===== config.mk =====
export PLATFORM = sky130hd
export DESIGN_NAME = wav_data_chunk_locator
export DESIGN_NICKNAME = d
export VERILOG_FILES = /design/src/hdl/wdcl_pkg.sv /design/src/hdl/wav_data_chunk_locator.sv
export VERILOG_INCLUDE_DIRS = /design/src /design/src/hdl
export SDC_FILE = /design/constraint.sdc
export NUM_CORES = 1
export LEC_CHECK = 0
export ABC_AREA = 1
export BUFFER_PORTS_ARGS = -buffer_cell sky130_fd_sc_hd__buf_2
export CAP_MARGIN = 25
export CORE_ASPECT_RATIO = 0.75
export CORE_MARGIN = 10
export CORE_UTILIZATION = 40
export CTS_CLUSTER_SIZE = 24
export DETAILED_ROUTE_END_ITERATION = 7
export GPL_TIMING_DRIVEN = 0
export PLACE_DENSITY = 0.58
export SLEW_MARGIN = 40
export SYNTH_ARGS = -nofsm -noshare
export SYNTH_HDL_FRONTEND = slang
export SYNTH_SLANG_ARGS = --single-unit

===== constraint.sdc =====
create_clock -name clk -period 13.6 [get_ports clk]
set_input_delay 2.04 -clock clk [delete_from_list [all_inputs] [get_ports clk]]
set_output_delay 2.04 -clock clk [all_outputs]
set_load 0.1 [all_outputs]

===== src/hdl/wav_data_chunk_locator_defines.svh =====
// assertion macros for the wav data chunk locator
`ifndef WAV_DATA_CHUNK_LOCATOR_DEFINES_SVH
`define WAV_DATA_CHUNK_LOCATOR_DEFINES_SVH

`ifndef SYNTHESIS
`define WDCL_ASSERT_SAME(lbl, ante, cons, msg) \
  lbl: assert property (@(posedge clk) disable iff (!rst_n) (ante) |-> (cons)) else $error(msg);
`define WDCL_ASSERT_NEXT(lbl, ante, cons, msg) \
  lbl: assert property (@(posedge clk) disable iff (!rst_n) (ante) |=> (cons)) else $error(msg);
`else
`define WDCL_ASSERT_SAME(lbl, ante, cons, msg)
`define WDCL_ASSERT_NEXT(lbl, ante, cons, msg)
`endif

`endif


===== src/hdl/wdcl_pkg.sv =====
// constants and field widths shared by the wav data chunk locator
`default_nettype none
package wdcl_pkg;

  localparam int unsigned BYTE_W  = 8;
  localparam int unsigned WORD_W  = 32;
  localparam int unsigned STAT_W  = 2;
  localparam int unsigned TDATA_W = 3 * WORD_W;

  localparam logic [WORD_W-1:0] TAG_RIFF = 32'h5249_4646;
  localparam logic [WORD_W-1:0] TAG_WAVE = 32'h5741_5645;
  localparam logic [WORD_W-1:0] TAG_DATA = 32'h6461_7461;

  localparam logic [WORD_W-1:0] RIFF_HDR_LEN  = 32'd12;
  localparam logic [WORD_W-1:0] CHUNK_HDR_LEN = 32'd8;
  localparam logic [WORD_W-1:0] POS_RIFF_END  = 32'd3;
  localparam logic [WORD_W-1:0] POS_WAVE_END  = 32'd11;
  localparam logic [WORD_W-1:0] POS_MAX       = 32'hFFFF_FFFF;

  typedef enum logic [STAT_W-1:0] {
    ST_FOUND   = 2'd0,
    ST_BAD_HDR = 2'd1,
    ST_NO_DATA = 2'd2,
    ST_SHORT   = 2'd3
  } status_t;

endpackage
`default_nettype wire


===== src/hdl/wav_data_chunk_locator.sv =====
// top level: streaming riff/wave parser that locates the pcm data chunk
//
// Takes a wav file one byte per request on in_*, offset 0 marked by in_tuser.
// The user must write the file length on the cfg_* channel only while no byte
// or result is in flight; the block itself does not enforce this. The block
// checks the riff/wave header, skips non-data chunks (with their pad byte) and
// emits one result per file on out_*: status in out_tuser and data start,
// clamped data length and pcm length in out_tdata. A byte is taken every cycle
// unless a stalled result and a full input register hold it off; each byte
// passes an input register and then compare/add logic that updates the parse
// state and the registered result on out_*. A stalled result holds off new
// bytes only once the input register is full. After a result, bytes are
// dropped until the next start-of-file byte.
`default_nettype none
`include "wav_data_chunk_locator_defines.svh"
module wav_data_chunk_locator
  import wdcl_pkg::*;
(
  input  wire logic                clk,
  input  wire logic                rst_n,
  input  wire logic                cfg_valid,
  output logic                     cfg_ready,
  input  wire logic [WORD_W-1:0]   cfg_data,   // file length
  input  wire logic                in_tvalid,
  output logic                     in_tready,
  input  wire logic [BYTE_W-1:0]   in_tdata,   // data_byte
  input  wire logic                in_tuser,   // start_of_file
  output logic                     out_tvalid,
  input  wire logic                out_tready,
  output logic [TDATA_W-1:0]       out_tdata,  // data_start, data_bytes, pcm_len
  output logic [STAT_W-1:0]        out_tuser   // status
);

  typedef enum logic [1:0] {PH_HEADER, PH_CHUNK, PH_DONE} phase_t;

  logic [WORD_W-1:0]  fsz_r;
  logic               s1_valid_r;
  logic [BYTE_W-1:0]  s1_byte_r;
  logic               s1_sof_r;
  logic               out_free;
  logic               s1_adv;

  phase_t             phase_r, phase_e, phase_nxt;
  logic [WORD_W-1:0]  pos_r, pos_e, pos_nxt;
  logic [WORD_W-1:0]  cs_r, cs_e, cs_nxt;
  logic [WORD_W-1:0]  id_r, id_e, id_nxt, id_shift;
  logic [WORD_W-1:0]  sz_r, sz_e, sz_nxt, sz_or;
  logic               hok_r, hok_e, hok_nxt;

  logic [WORD_W:0]    diff;
  logic               in_hdr;
  logic [2:0]         k;
  logic [WORD_W:0]    dstart;
  logic [WORD_W:0]    rem;
  logic [WORD_W-1:0]  len;
  logic [WORD_W+1:0]  next_cs;
  logic [WORD_W:0]    fsz_m8;
  logic               no_room;

  logic               emit;
  status_t            st;
  logic [WORD_W-1:0]  off_v, dlen_v, plen_v;

  logic               out_tvalid_r;
  logic [TDATA_W-1:0] out_tdata_r;
  logic [STAT_W-1:0]  out_tuser_r;

  logic               res_fail;
  logic               res_data;
  logic               res_off_ok;

  assign cfg_ready  = 1'b1;
  assign out_free   = !out_tvalid_r || out_tready;
  assign s1_adv     = s1_valid_r && out_free;
  assign in_tready  = !s1_valid_r || out_free;
  assign out_tvalid = out_tvalid_r;
  assign out_tdata  = out_tdata_r;
  assign out_tuser  = out_tuser_r;

  // restart applies before the byte is processed
  always_comb begin
    phase_e = s1_sof_r ? PH_HEADER : phase_r;
    pos_e   = s1_sof_r ? '0 : pos_r;
    cs_e    = s1_sof_r ? RIFF_HDR_LEN : cs_r;
    id_e    = s1_sof_r ? '0 : id_r;
    sz_e    = s1_sof_r ? '0 : sz_r;
    hok_e   = s1_sof_r ? 1'b1 : hok_r;
  end

  assign id_shift = {id_e[WORD_W-BYTE_W-1:0], s1_byte_r};

  // position within the current chunk header
  assign diff   = {1'b0, pos_e} - {1'b0, cs_e};
  assign in_hdr = !diff[WORD_W] && (diff[WORD_W-1:3] == '0);
  assign k      = diff[2:0];

  always_comb begin
    unique case (k[1:0])
      2'd0:    sz_or = sz_e | {24'd0, s1_byte_r};
      2'd1:    sz_or = sz_e | {16'd0, s1_byte_r, 8'd0};
      2'd2:    sz_or = sz_e | {8'd0, s1_byte_r, 16'd0};
      default: sz_or = sz_e | {s1_byte_r, 24'd0};
    endcase
  end

  assign dstart  = {1'b0, cs_e} + {1'b0, CHUNK_HDR_LEN};
  assign rem     = {1'b0, fsz_r} - dstart;
  assign len     = ({1'b0, sz_or} > rem) ? rem[WORD_W-1:0] : sz_or;
  assign next_cs = {1'b0, dstart} + {2'b00, sz_or} + {{(WORD_W+1){1'b0}}, sz_or[0]};
  assign fsz_m8  = {1'b0, fsz_r} - {1'b0, CHUNK_HDR_LEN};
  assign no_room = fsz_m8[WORD_W] || (next_cs > {1'b0, fsz_m8});

  always_comb begin
    phase_nxt = phase_e;
    cs_nxt    = cs_e;
    id_nxt    = id_e;
    sz_nxt    = sz_e;
    hok_nxt   = hok_e;
    emit      = 1'b0;
    st        = ST_FOUND;
    off_v     = '0;
    dlen_v    = '0;
    plen_v    = '0;
    pos_nxt   = (pos_e == POS_MAX) ? pos_e : pos_e + 32'd1;
    unique case (phase_e)
      PH_HEADER: begin
        if (pos_e == '0 && fsz_r < RIFF_HDR_LEN) begin
          emit = 1'b1;
          st   = ST_BAD_HDR;
        end else begin
          id_nxt = id_shift;
          if (pos_e == POS_RIFF_END && id_shift != TAG_RIFF) begin
            hok_nxt = 1'b0;
          end
          if (pos_e == POS_WAVE_END) begin
            if (!hok_e || id_shift != TAG_WAVE) begin
              emit = 1'b1;
              st   = ST_BAD_HDR;
            end else begin
              phase_nxt = PH_CHUNK;
              cs_nxt    = RIFF_HDR_LEN;
              id_nxt    = '0;
              sz_nxt    = '0;
              if (fsz_r < RIFF_HDR_LEN + CHUNK_HDR_LEN) begin
                emit = 1'b1;
                st   = ST_NO_DATA;
              end
            end
          end
        end
      end
      PH_CHUNK: begin
        if (in_hdr) begin
          if (!k[2]) begin
            id_nxt = id_shift;
          end else begin
            sz_nxt = sz_or;
            if (k == 3'd7) begin
              if (id_e == TAG_DATA) begin
                emit = 1'b1;
                if (dstart >= {1'b0, fsz_r}) begin
                  st = ST_NO_DATA;
                end else begin
                  off_v  = dstart[WORD_W-1:0];
                  dlen_v = len;
                  plen_v = {len[WORD_W-1:2], 2'b00};
                  st     = (len[WORD_W-1:2] == '0) ? ST_SHORT : ST_FOUND;
                end
              end else begin
                cs_nxt = next_cs[WORD_W-1:0];
                id_nxt = '0;
                sz_nxt = '0;
                if (no_room) begin
                  emit = 1'b1;
                  st   = ST_NO_DATA;
                end
              end
            end
          end
        end
      end
      PH_DONE: begin
      end
      default: begin
      end
    endcase
    if (emit) begin
      phase_nxt = PH_DONE;
    end
  end

  always_ff @(posedge clk) begin
    if (!rst_n) begin
      fsz_r        <= '0;
      s1_valid_r   <= 1'b0;
      phase_r      <= PH_HEADER;
      pos_r        <= '0;
      cs_r         <= RIFF_HDR_LEN;
      id_r         <= '0;
      sz_r         <= '0;
      hok_r        <= 1'b1;
      out_tvalid_r <= 1'b0;
    end else begin
      if (cfg_valid && cfg_ready) begin
        fsz_r <= cfg_data;
      end
      if (in_tvalid && in_tready) begin
        s1_valid_r <= 1'b1;
      end else if (s1_adv) begin
        s1_valid_r <= 1'b0;
      end
      if (s1_adv) begin
        phase_r <= phase_nxt;
        pos_r   <= pos_nxt;
        cs_r    <= cs_nxt;
        id_r    <= id_nxt;
        sz_r    <= sz_nxt;
        hok_r   <= hok_nxt;
      end
      if (s1_adv && emit) begin
        out_tvalid_r <= 1'b1;
      end else if (out_tready) begin
        out_tvalid_r <= 1'b0;
      end
    end
  end

  // payload registers
  always_ff @(posedge clk) begin
    if (in_tvalid && in_tready) begin
      s1_byte_r <= in_tdata;
      s1_sof_r  <= in_tuser;
    end
    if (s1_adv && emit) begin
      out_tdata_r <= {plen_v, dlen_v, off_v};
      out_tuser_r <= st;
    end
  end

  assign res_fail   = out_tvalid_r && (out_tuser_r == ST_BAD_HDR || out_tuser_r == ST_NO_DATA);
  assign res_data   = out_tvalid_r && !res_fail;
  assign res_off_ok = out_tdata_r[WORD_W-1:0] >= RIFF_HDR_LEN + CHUNK_HDR_LEN;

  `WDCL_ASSERT_NEXT(a_done_phase, s1_adv && emit, phase_r == PH_DONE, "no done phase")
  `WDCL_ASSERT_SAME(a_stall_means_full, !in_tready, s1_valid_r, "stall with empty stage")
  `WDCL_ASSERT_SAME(a_pcm_aligned, out_tvalid_r, out_tdata_r[2*WORD_W +: 2] == '0, "pcm unaligned")
  `WDCL_ASSERT_SAME(a_fail_zero, res_fail, out_tdata_r == '0, "failure result carries data")
  `WDCL_ASSERT_SAME(a_found_offset, res_data, res_off_ok, "data start inside riff header")

endmodule
`default_nettype wire

==> results of run 1 <==
-- registers in the layout, summed over array words and instances (netlist names) --
| signal | flops |
|---|---|
| out_tdata | 64 |
| cs_r | 32 |
| fsz_r | 32 |
| id_r | 32 |
| pos_r | 32 |
| sz_r | 32 |
| s1_byte_r | 8 |
| out_tuser | 2 |
| phase_r | 2 |
| hok_r | 1 |
| out_tvalid | 1 |
| s1_sof_r | 1 |
| s1_valid_r | 1 |
-- worst paths after layout --
kind	startpoint	end	slack [ns]	cells after the start
min reg2reg	pos_r[1]	pos_r[1]	0.47	2
min	pos_r[1]	pos_r[1]	0.47	2
max reg2reg	s1_sof_r	out_tdata[16]	1.52	52
max	s1_sof_r	out_tdata[16]	1.52	52
-- cell families after synthesis --
logic type	after synthesis	share of synthesized area, %
AOI/OAI and AO/OA	876	22.02
xor gates and xnor gates	118	4.618
DFF	240	24.64
other	2	0.03332
and+or+nand+nor	1501	29.00
buffers and inverters	646	11.82
adders and majority gates	140	7.871
-- stage by stage --
step	setup slack [ns]	total power [mW]	hold WS [ns]	util, %
after detailed placement	1.976	1.414	0.4577	43.57
final	1.522	2.304	0.4667	45.47
after global routing	0.8931	2.395	0.4787	45.44
after CTS	1.923	2.284	0.4676	45.41
after global placement	-2.840	1.412	0.4520	43.30
after floorplan	2.989	1.204	0.4412	-
-- metal layers --
layer	track usage, %	share of wire, %	wire length (um)
met1	44.77	45	47020
met2	39.91	37	38960
met3	9.528	14	14930
met4	9.548	3.4	3607
met5	1.826	0.18	185
-- worst max-delay path: cells and delay by family, from the launching register on --
kind | cells | cell delay (ns)
xor gates and xnor gates | 1 | 0.29
and+or+nand+nor | 24 | 2.94
AOI/OAI and AO/OA | 9 | 2.52
buffers and inverters | 15 | 4.07
adders and majority gates | 3 | 1.48
DFF | 1 | 0.39
-- cell usage in the layout (no fill, tap or decap), drive strengths merged, types with 10 or more instances in the layout --
cell and instances:
inv 457, o211ai 116, a211oi 14, o21ai 297, clkinv 13, nor2 377, nand3 219, nor3 62
clkbuf 146, a21o 10, edfxtp 75, buf 223, nand2 718, a31oi 64, ha 137, dfxtp 165
nor4 37, xor2 95, a21oi 332, nand4 61, xnor2 23
-- power groups by stage --
stage               clock [mW]  sequential, mW  combinational (mW)
floorplan                    0           0.793               0.410
global placement             0           0.803               0.609
detailed placement           0           0.803               0.611
CTS                      0.881           0.787               0.615
global route             0.907           0.791               0.697
finish                   0.868           0.790               0.646
-- area by class of cell --
cell class	instances	share of cell area, %
Multi-Input combinational cell	2638	56.71
Sequential cell	240	21.88
Inverter	459	6.807
Buffer	187	3.731
Tap cell	731	3.603
Timing Repair Buffer	150	3.194
Clock buffer	32	2.903
Clock inverter	21	1.124
Antenna cell	5	0.04929
==> summary.txt, run 1 <==
STA
  – Share of the cycle needed by the critical path after routing: approximately nine tenths
  – Worst-Margin Slew: 0.9695 ns
  – Setup TNS Final: 0 ns
  – Headroom to the max-slew limit: between 30% and 40%
  – Max Clk Rate: approximately 83 MHz
  – Time the final worst path needs with I/O delays and setup: 12.08 ns
  – Clk_skew: 0.01729 ns
  – Setup-violating endpoint count in the final report: 0
  – Number of max-slew violations in the final report: 0
  – Setup repair after global routing missed its margin: false
  – Hold Violations, Final: 0

Pwr
  – Power share of the sequential group: around a third
  – Internal: 1.454 mW
  – Switching Power: ~850 uW
  – Ratio of total power to cell area: about 91 nW/um^2
  – Combinational cell fraction of total power: 28.0%
  – Leak pwr: 11.54 nW
  – Fraction of power consumed by the clock network: 37.7%
  – Net switching share of the total power: 36.88%
  – Worst supply voltage drop on vdd: 0.1109 mV

Synthesis
  – Number of enable flip-flop cells after synthesis: 75
  – Cell count after synthesis: 3,523
  – Leading cell types by total area after synthesis: sky130_fd_sc_hd__dfxtp_1 15%, sky130_fd_sc_hd__nand2_1 12%, sky130_fd_sc_hd__edfxtp_1 10%, sky130_fd_sc_hd__ha_1 7.6%, sky130_fd_sc_hd__inv_1 7.4%
  – Mean Syn Cell Area: 6.398 um^2
  – Most common cell in the netlist: sky130_fd_sc_hd__nand2_1
  – Leading post-synthesis cells by instance count: 692 x sky130_fd_sc_hd__nand2_1, 443 x sky130_fd_sc_hd__inv_1, 356 x sky130_fd_sc_hd__nor2_1
  – Top flip-flop cell by instance count after synthesis: sky130_fd_sc_hd__dfxtp_1
  – Area of the mapped netlist: 22,540 um^2
  – Top-area cell type share of the netlist area: around 15%
  – Register bit total from synthesis: 240
  – Sequential-to-total area share from yosys stat: 24.64%
  – Area leader, netlist: sky130_fd_sc_hd__dfxtp_1
  – Fraction of registers with async set/reset: 0%
  – Total of warnings raised by yosys: 0
  – Distinct cells, synth: 63

Global routing
  – Via count of the first global-routing pass: 23,249
  – Pin count of the biggest net entering global routing: 20
  – GRT overflow: 0
  – Initial antenna violation count: 2
  – Total GRT Usage: 30.22%
  – Wire length of the first global-routing pass: about 150,000 um

Worst setup path
  – Critical path data required time: 13.90 ns
  – CP max FO: 16
  – Critical path capture point type: flip-flop
  – Data arrival time of the critical path: 12.38 ns
  – Library cell contributing the largest single delay on the critical path: sky130_fd_sc_hd__fa_1
  – Most used cell, CP: sky130_fd_sc_hd__nand2_1
  – Worst setup path class: flip-flop to flip-flop
  – Startpoint types: flip-flop
  – Slowest Stage Delay on Critical Path: roughly 0.8 ns

Clock network
  – Clock tree from TritonCTS: yes
  – Hold-fix buffers, CTS: 0
  – CTS H-Tree Depth: 1
  – Clock insertion delay at the later pin of the skew report: 0.61 ns
  – Number of clock sinks: 240
  – Number of buffers inserted during clock tree synthesis: 29
  – Longest Clk Path Bufs: 3
  – Resized Gates After CTS: 0
  – Buffer count from post-CTS setup fixing: 0
  – Clock root buffer master: sky130_fd_sc_hd__clkbuf_16
  – Clock edge transition at the registers on the reported setup and hold paths: 0.07 ns

Placement
  – Port Buffers: roughly 140
  – Hpwl dp: 84,530 um
  – Placed cells: 4,405
  – Instance area at placement: 24,330 um^2
  – RD Place Congestion: about 1.0

Layout
  – Fraction of layout instances using a drive strength above 1: 9.874%
  – Non-filler cells in the finished layout: 4,463
  – Post-route cell area: 25,390 um^2
  – Number of nets in the layout: between 3,000 and 4,000
  – Area taken by flip-flops and latches: 5555 um^2
  – Area taken by multi-input logic gates: 14,400 um^2
  – Relative area change from synthesis to final layout: 12.62%
  – Number of filler instances in the final layout: 6,072

Job
  – Max-Cap Viols: 0

Detailed routing
  – Total number of vias: 26,039
  – Drt pass-1 iters: 8
  – Violation count after the first detailed-route iteration: 4,057
  – Final wirelength: 104,700 um
  – Number of vias per cell: 5.834
  – Detailed-route DRC error count: 0
  – Post-route ant nets: 0
  – Average wire length per cell after detail routing: 23.46 um

Floorplanning
  – Die height: 225.6 um
  – Width of the die: 294.1 um
  – Number of top-level design ports: 147
  – Area of the placeable core: approximately 56,000 um^2
  – Effective utilization at floorplan: 40.37%
  – Row Count: 75
  – Total Die Area: ~66,000 um^2

Hold path
  – Classification of the worst-slack hold path: flip-flop to flip-flop

Run status
  – Status: completed
Note: power is estimated with default switching activity, not from simulation.
==> inputs of run 2 (changes only) <==
BUFFER_PORTS_ARGS = -buffer_cell sky130_fd_sc_hd__clkbuf_2   (was -buffer_cell sky130_fd_sc_hd__buf_2)
==> run 2 against run 1 <==
Against the previous run: the run now ends with design-rule violations left; highest routed layer is now met4; clock power rose by 5.9%; die area unchanged; total power is 2.2% higher; non-clock buffer count grew 2; setup slack improved by 0.14 ns; cell count unchanged; hold slack improved by 0.0013 ns; sequential share of layout area decreased by 0.059 points; register-to-register slack improved by 0.14 ns; combinational power hardly changed; maximum frequency up 1.1%; count of clock-buffer cells in the layout shrank 1.
==> summary.txt, run 2 (synthesized netlist as in run 1, its figures left out) <==
Layout
  – Number of flip-flops in the largest register: 64 (unchanged)
  – Fraction of layout instances using a drive strength above 1: 10.00% (+0.13 points)
  – Post-route cell area: 25,450 um^2 (+0.27%)
  – Non-filler cells in the finished layout: 4,463 (unchanged)
  – Area taken by multi-input logic gates: 14,390 um^2 (about the same)
  – Commonest cells after routing, fill and taps aside: 692 x sky130_fd_sc_hd__nand2_1, 443 x sky130_fd_sc_hd__inv_1, 353 x sky130_fd_sc_hd__nor2_1
  – Number of nets in the layout: 3,893 (+0.051%)
  – Relative area change from synthesis to final layout: 12.92%
  – Area taken by flip-flops and latches: 5555 um^2 (unchanged)
  – Number of filler instances in the final layout: 5,974 (-1.6%)
  – Layout Utilization: 45.59% (+0.12 points)
  – Most frequent standard cell in the layout excluding fill and tap cells: sky130_fd_sc_hd__nand2_1

Worst setup path
  – Startpoint types: flip-flop
  – Critical path data required time: 13.91 ns (about the same)
  – Library cell contributing the largest single delay on the critical path: sky130_fd_sc_hd__fa_1
  – CP max FO: 17 (+1)
  – Slowest Stage Delay on Critical Path: 0.76 ns (-0.04 ns)
  – Data arrival time of the critical path: 12.25 ns (-0.13 ns)
  – Most used cell, CP: sky130_fd_sc_hd__nand2_1
  – Worst setup path class: flip-flop to flip-flop
  – Critical path capture point type: flip-flop

Clock network
  – Clock insertion delay at the later pin of the skew report: 0.61 ns (about the same)
  – Resized Gates After CTS: 0 (unchanged)
  – Hold-fix buffers, CTS: 0 (unchanged)
  – Longest Clk Path Bufs: 3 (unchanged)
  – Clock root buffer master: sky130_fd_sc_hd__clkbuf_16
  – Buffer count from post-CTS setup fixing: 0 (unchanged)
  – Clock tree from TritonCTS: yes
  – Number of buffers inserted during clock tree synthesis: 29 (unchanged)
  – Clock edge transition at the registers on the reported setup and hold paths: 0.06 ns (about the same)
  – CTS H-Tree Depth: 1 (unchanged)
  – Number of clock sinks: 240 (unchanged)

Placement
  – Port Buffers: 143 (unchanged)
  – Placed cells: 4,405 (unchanged)
  – Instance area at placement: 24,340 um^2 (about the same)
  – Hpwl dp: 84,910 um (+0.46%)
  – RD Place Congestion: 1.027 (+0.13%)

Floorplanning
  – Total Die Area: 66,350 um^2 (unchanged)
  – Effective utilization at floorplan: 40.37% (unchanged)
  – Width of the die: 294.1 um (unchanged)
  – Row Count: 75 (unchanged)
  – Number of top-level design ports: 147 (unchanged)
  – Area of the placeable core: 55,830 um^2 (unchanged)
  – Die height: 225.6 um (unchanged)

Pwr
  – Leak pwr: 11.60 nW (+0.59%)
  – Ratio of total power to cell area: 92.49 nW/um^2 (+1.9%)
  – Worst supply voltage drop on vdd: 0.08943 mV (-19%)

Detailed routing
  – Final wirelength: 105,100 um (+0.34%)
  – Total number of vias: 26,076 (+0.14%)
  – Drt pass-1 iters: 8 (unchanged)
  – Average wire length per cell after detail routing: 23.54 um (+0.34%)
  – Detailed-route DRC error count: 1 (+1)
  – Post-route ant nets: 0 (unchanged)
  – Number of vias per cell: 5.843 (+0.14%)
  – Violation count after the first detailed-route iteration: 3,989 (-1.7%)

Job
  – Max-Cap Viols: 0 (unchanged)

Global routing
  – GRT overflow: 0 (unchanged)
  – Pin count of the biggest net entering global routing: 20 (unchanged)
  – Wire length of the first global-routing pass: 152,200 um (+0.25%)
  – Via count of the first global-routing pass: 23,174 (-0.32%)
  – Total GRT Usage: 30.36% (+0.14 points)
  – Initial antenna violation count: 0 (-2)

STA
  – Worst-Margin Slew: 0.9701 ns (+0.0006235 ns)
  – Number of max-slew violations in the final report: 0 (unchanged)
  – Max Clk Rate: 83.74 MHz (+1.1%)
  – Headroom to the max-slew limit: 34.89% (-0.48 points)
  – Setup repair after global routing missed its margin: false
  – Setup TNS Final: 0 ns (unchanged)
  – Time the final worst path needs with I/O delays and setup: 11.94 ns (-0.1358 ns)
  – Hold Violations, Final: 0 (unchanged)
  – Setup-violating endpoint count in the final report: 0 (unchanged)
  – Clk_skew: 0.01759 ns (+0.0002976 ns)
  – Share of the cycle needed by the critical path after routing: 87.81% (-1.0 points)

Run status
  – Violated checks: design-rule violations
  – Status: complete, but fails checks

Hold path
  – Classification of the worst-slack hold path: flip-flop to flip-flop
==> run 2: cell count changes in the layout (fill, tap and decap cells not counted), moves of 2 or more <==
cell	before	now
sky130_fd_sc_hd__clkbuf_1	109	107
sky130_fd_sc_hd__buf_2	160	17
sky130_fd_sc_hd__clkbuf_2	8	150
sky130_fd_sc_hd__diode_2	5	3
sky130_fd_sc_hd__buf_4	39	41
==> run 2: power by group <==
part | internal (mW) | leakage [nW] | switching [mW] | total [mW]
Combinational | 0.187 | 9.03 | 0.458 | 0.645
Sequential | 0.760 | 2.05 | 0.0290 | 0.789
Clock | 0.543 | 0.520 | 0.377 | 0.919
==> run 2: worst max-delay path: cells and delay by family, from the launching register on <==
kind | cells | cell delay (ns)
adders and majority gates | 3 | 1.47
DFF | 1 | 0.38
buffers and inverters | 15 | 4.07
and+or+nand+nor | 17 | 2.67
AOI/OAI and AO/OA | 11 | 2.68
xor gates and xnor gates | 1 | 0.34
==> run 2: stage by stage <==
step / power (mW) / hold WS (ns) / worst slack, ns
floorplan: 1.204 / 0.4412 / 2.989
global placement: 1.414 / 0.4529 / -2.925
detailed placement: 1.415 / 0.4559 / 1.782
CTS: 2.326 / 0.4666 / 1.749
global route: 2.445 / 0.4884 / 1.081
finish: 2.354 / 0.4680 / 1.658
==> run 2: path summary, 6_finish.rpt <==
kind	from	to	slack (ns)	cells past startpoint
hold / removal	pos_r[1]	pos_r[1]	0.47	2
setup / recovery	s1_sof_r	out_tdata[10]	1.66	47
setup reg to reg	s1_sof_r	out_tdata[10]	1.66	47
hold reg to reg	pos_r[1]	pos_r[1]	0.47	2
==> run 2: cell type report <==
cell class                 instances  share of cell area [%]
tap                              731                   3.593
buffer                           187                   3.716
inverter                         459                   6.788
clock inverter                    22                   1.253
clock buffer                      31                   3.003
multi-input combinational       2638                   56.55
timing repair buffer             152                   3.244
antenna                            3                 0.02949
sequential                       240                   21.82
==> run 2: per-layer routing <==
layer  track usage, %  routed length, um
met5                0                  0
met4            8.907               3221
met3            8.508              14150
met2            39.87              39140
met1            46.21              48540
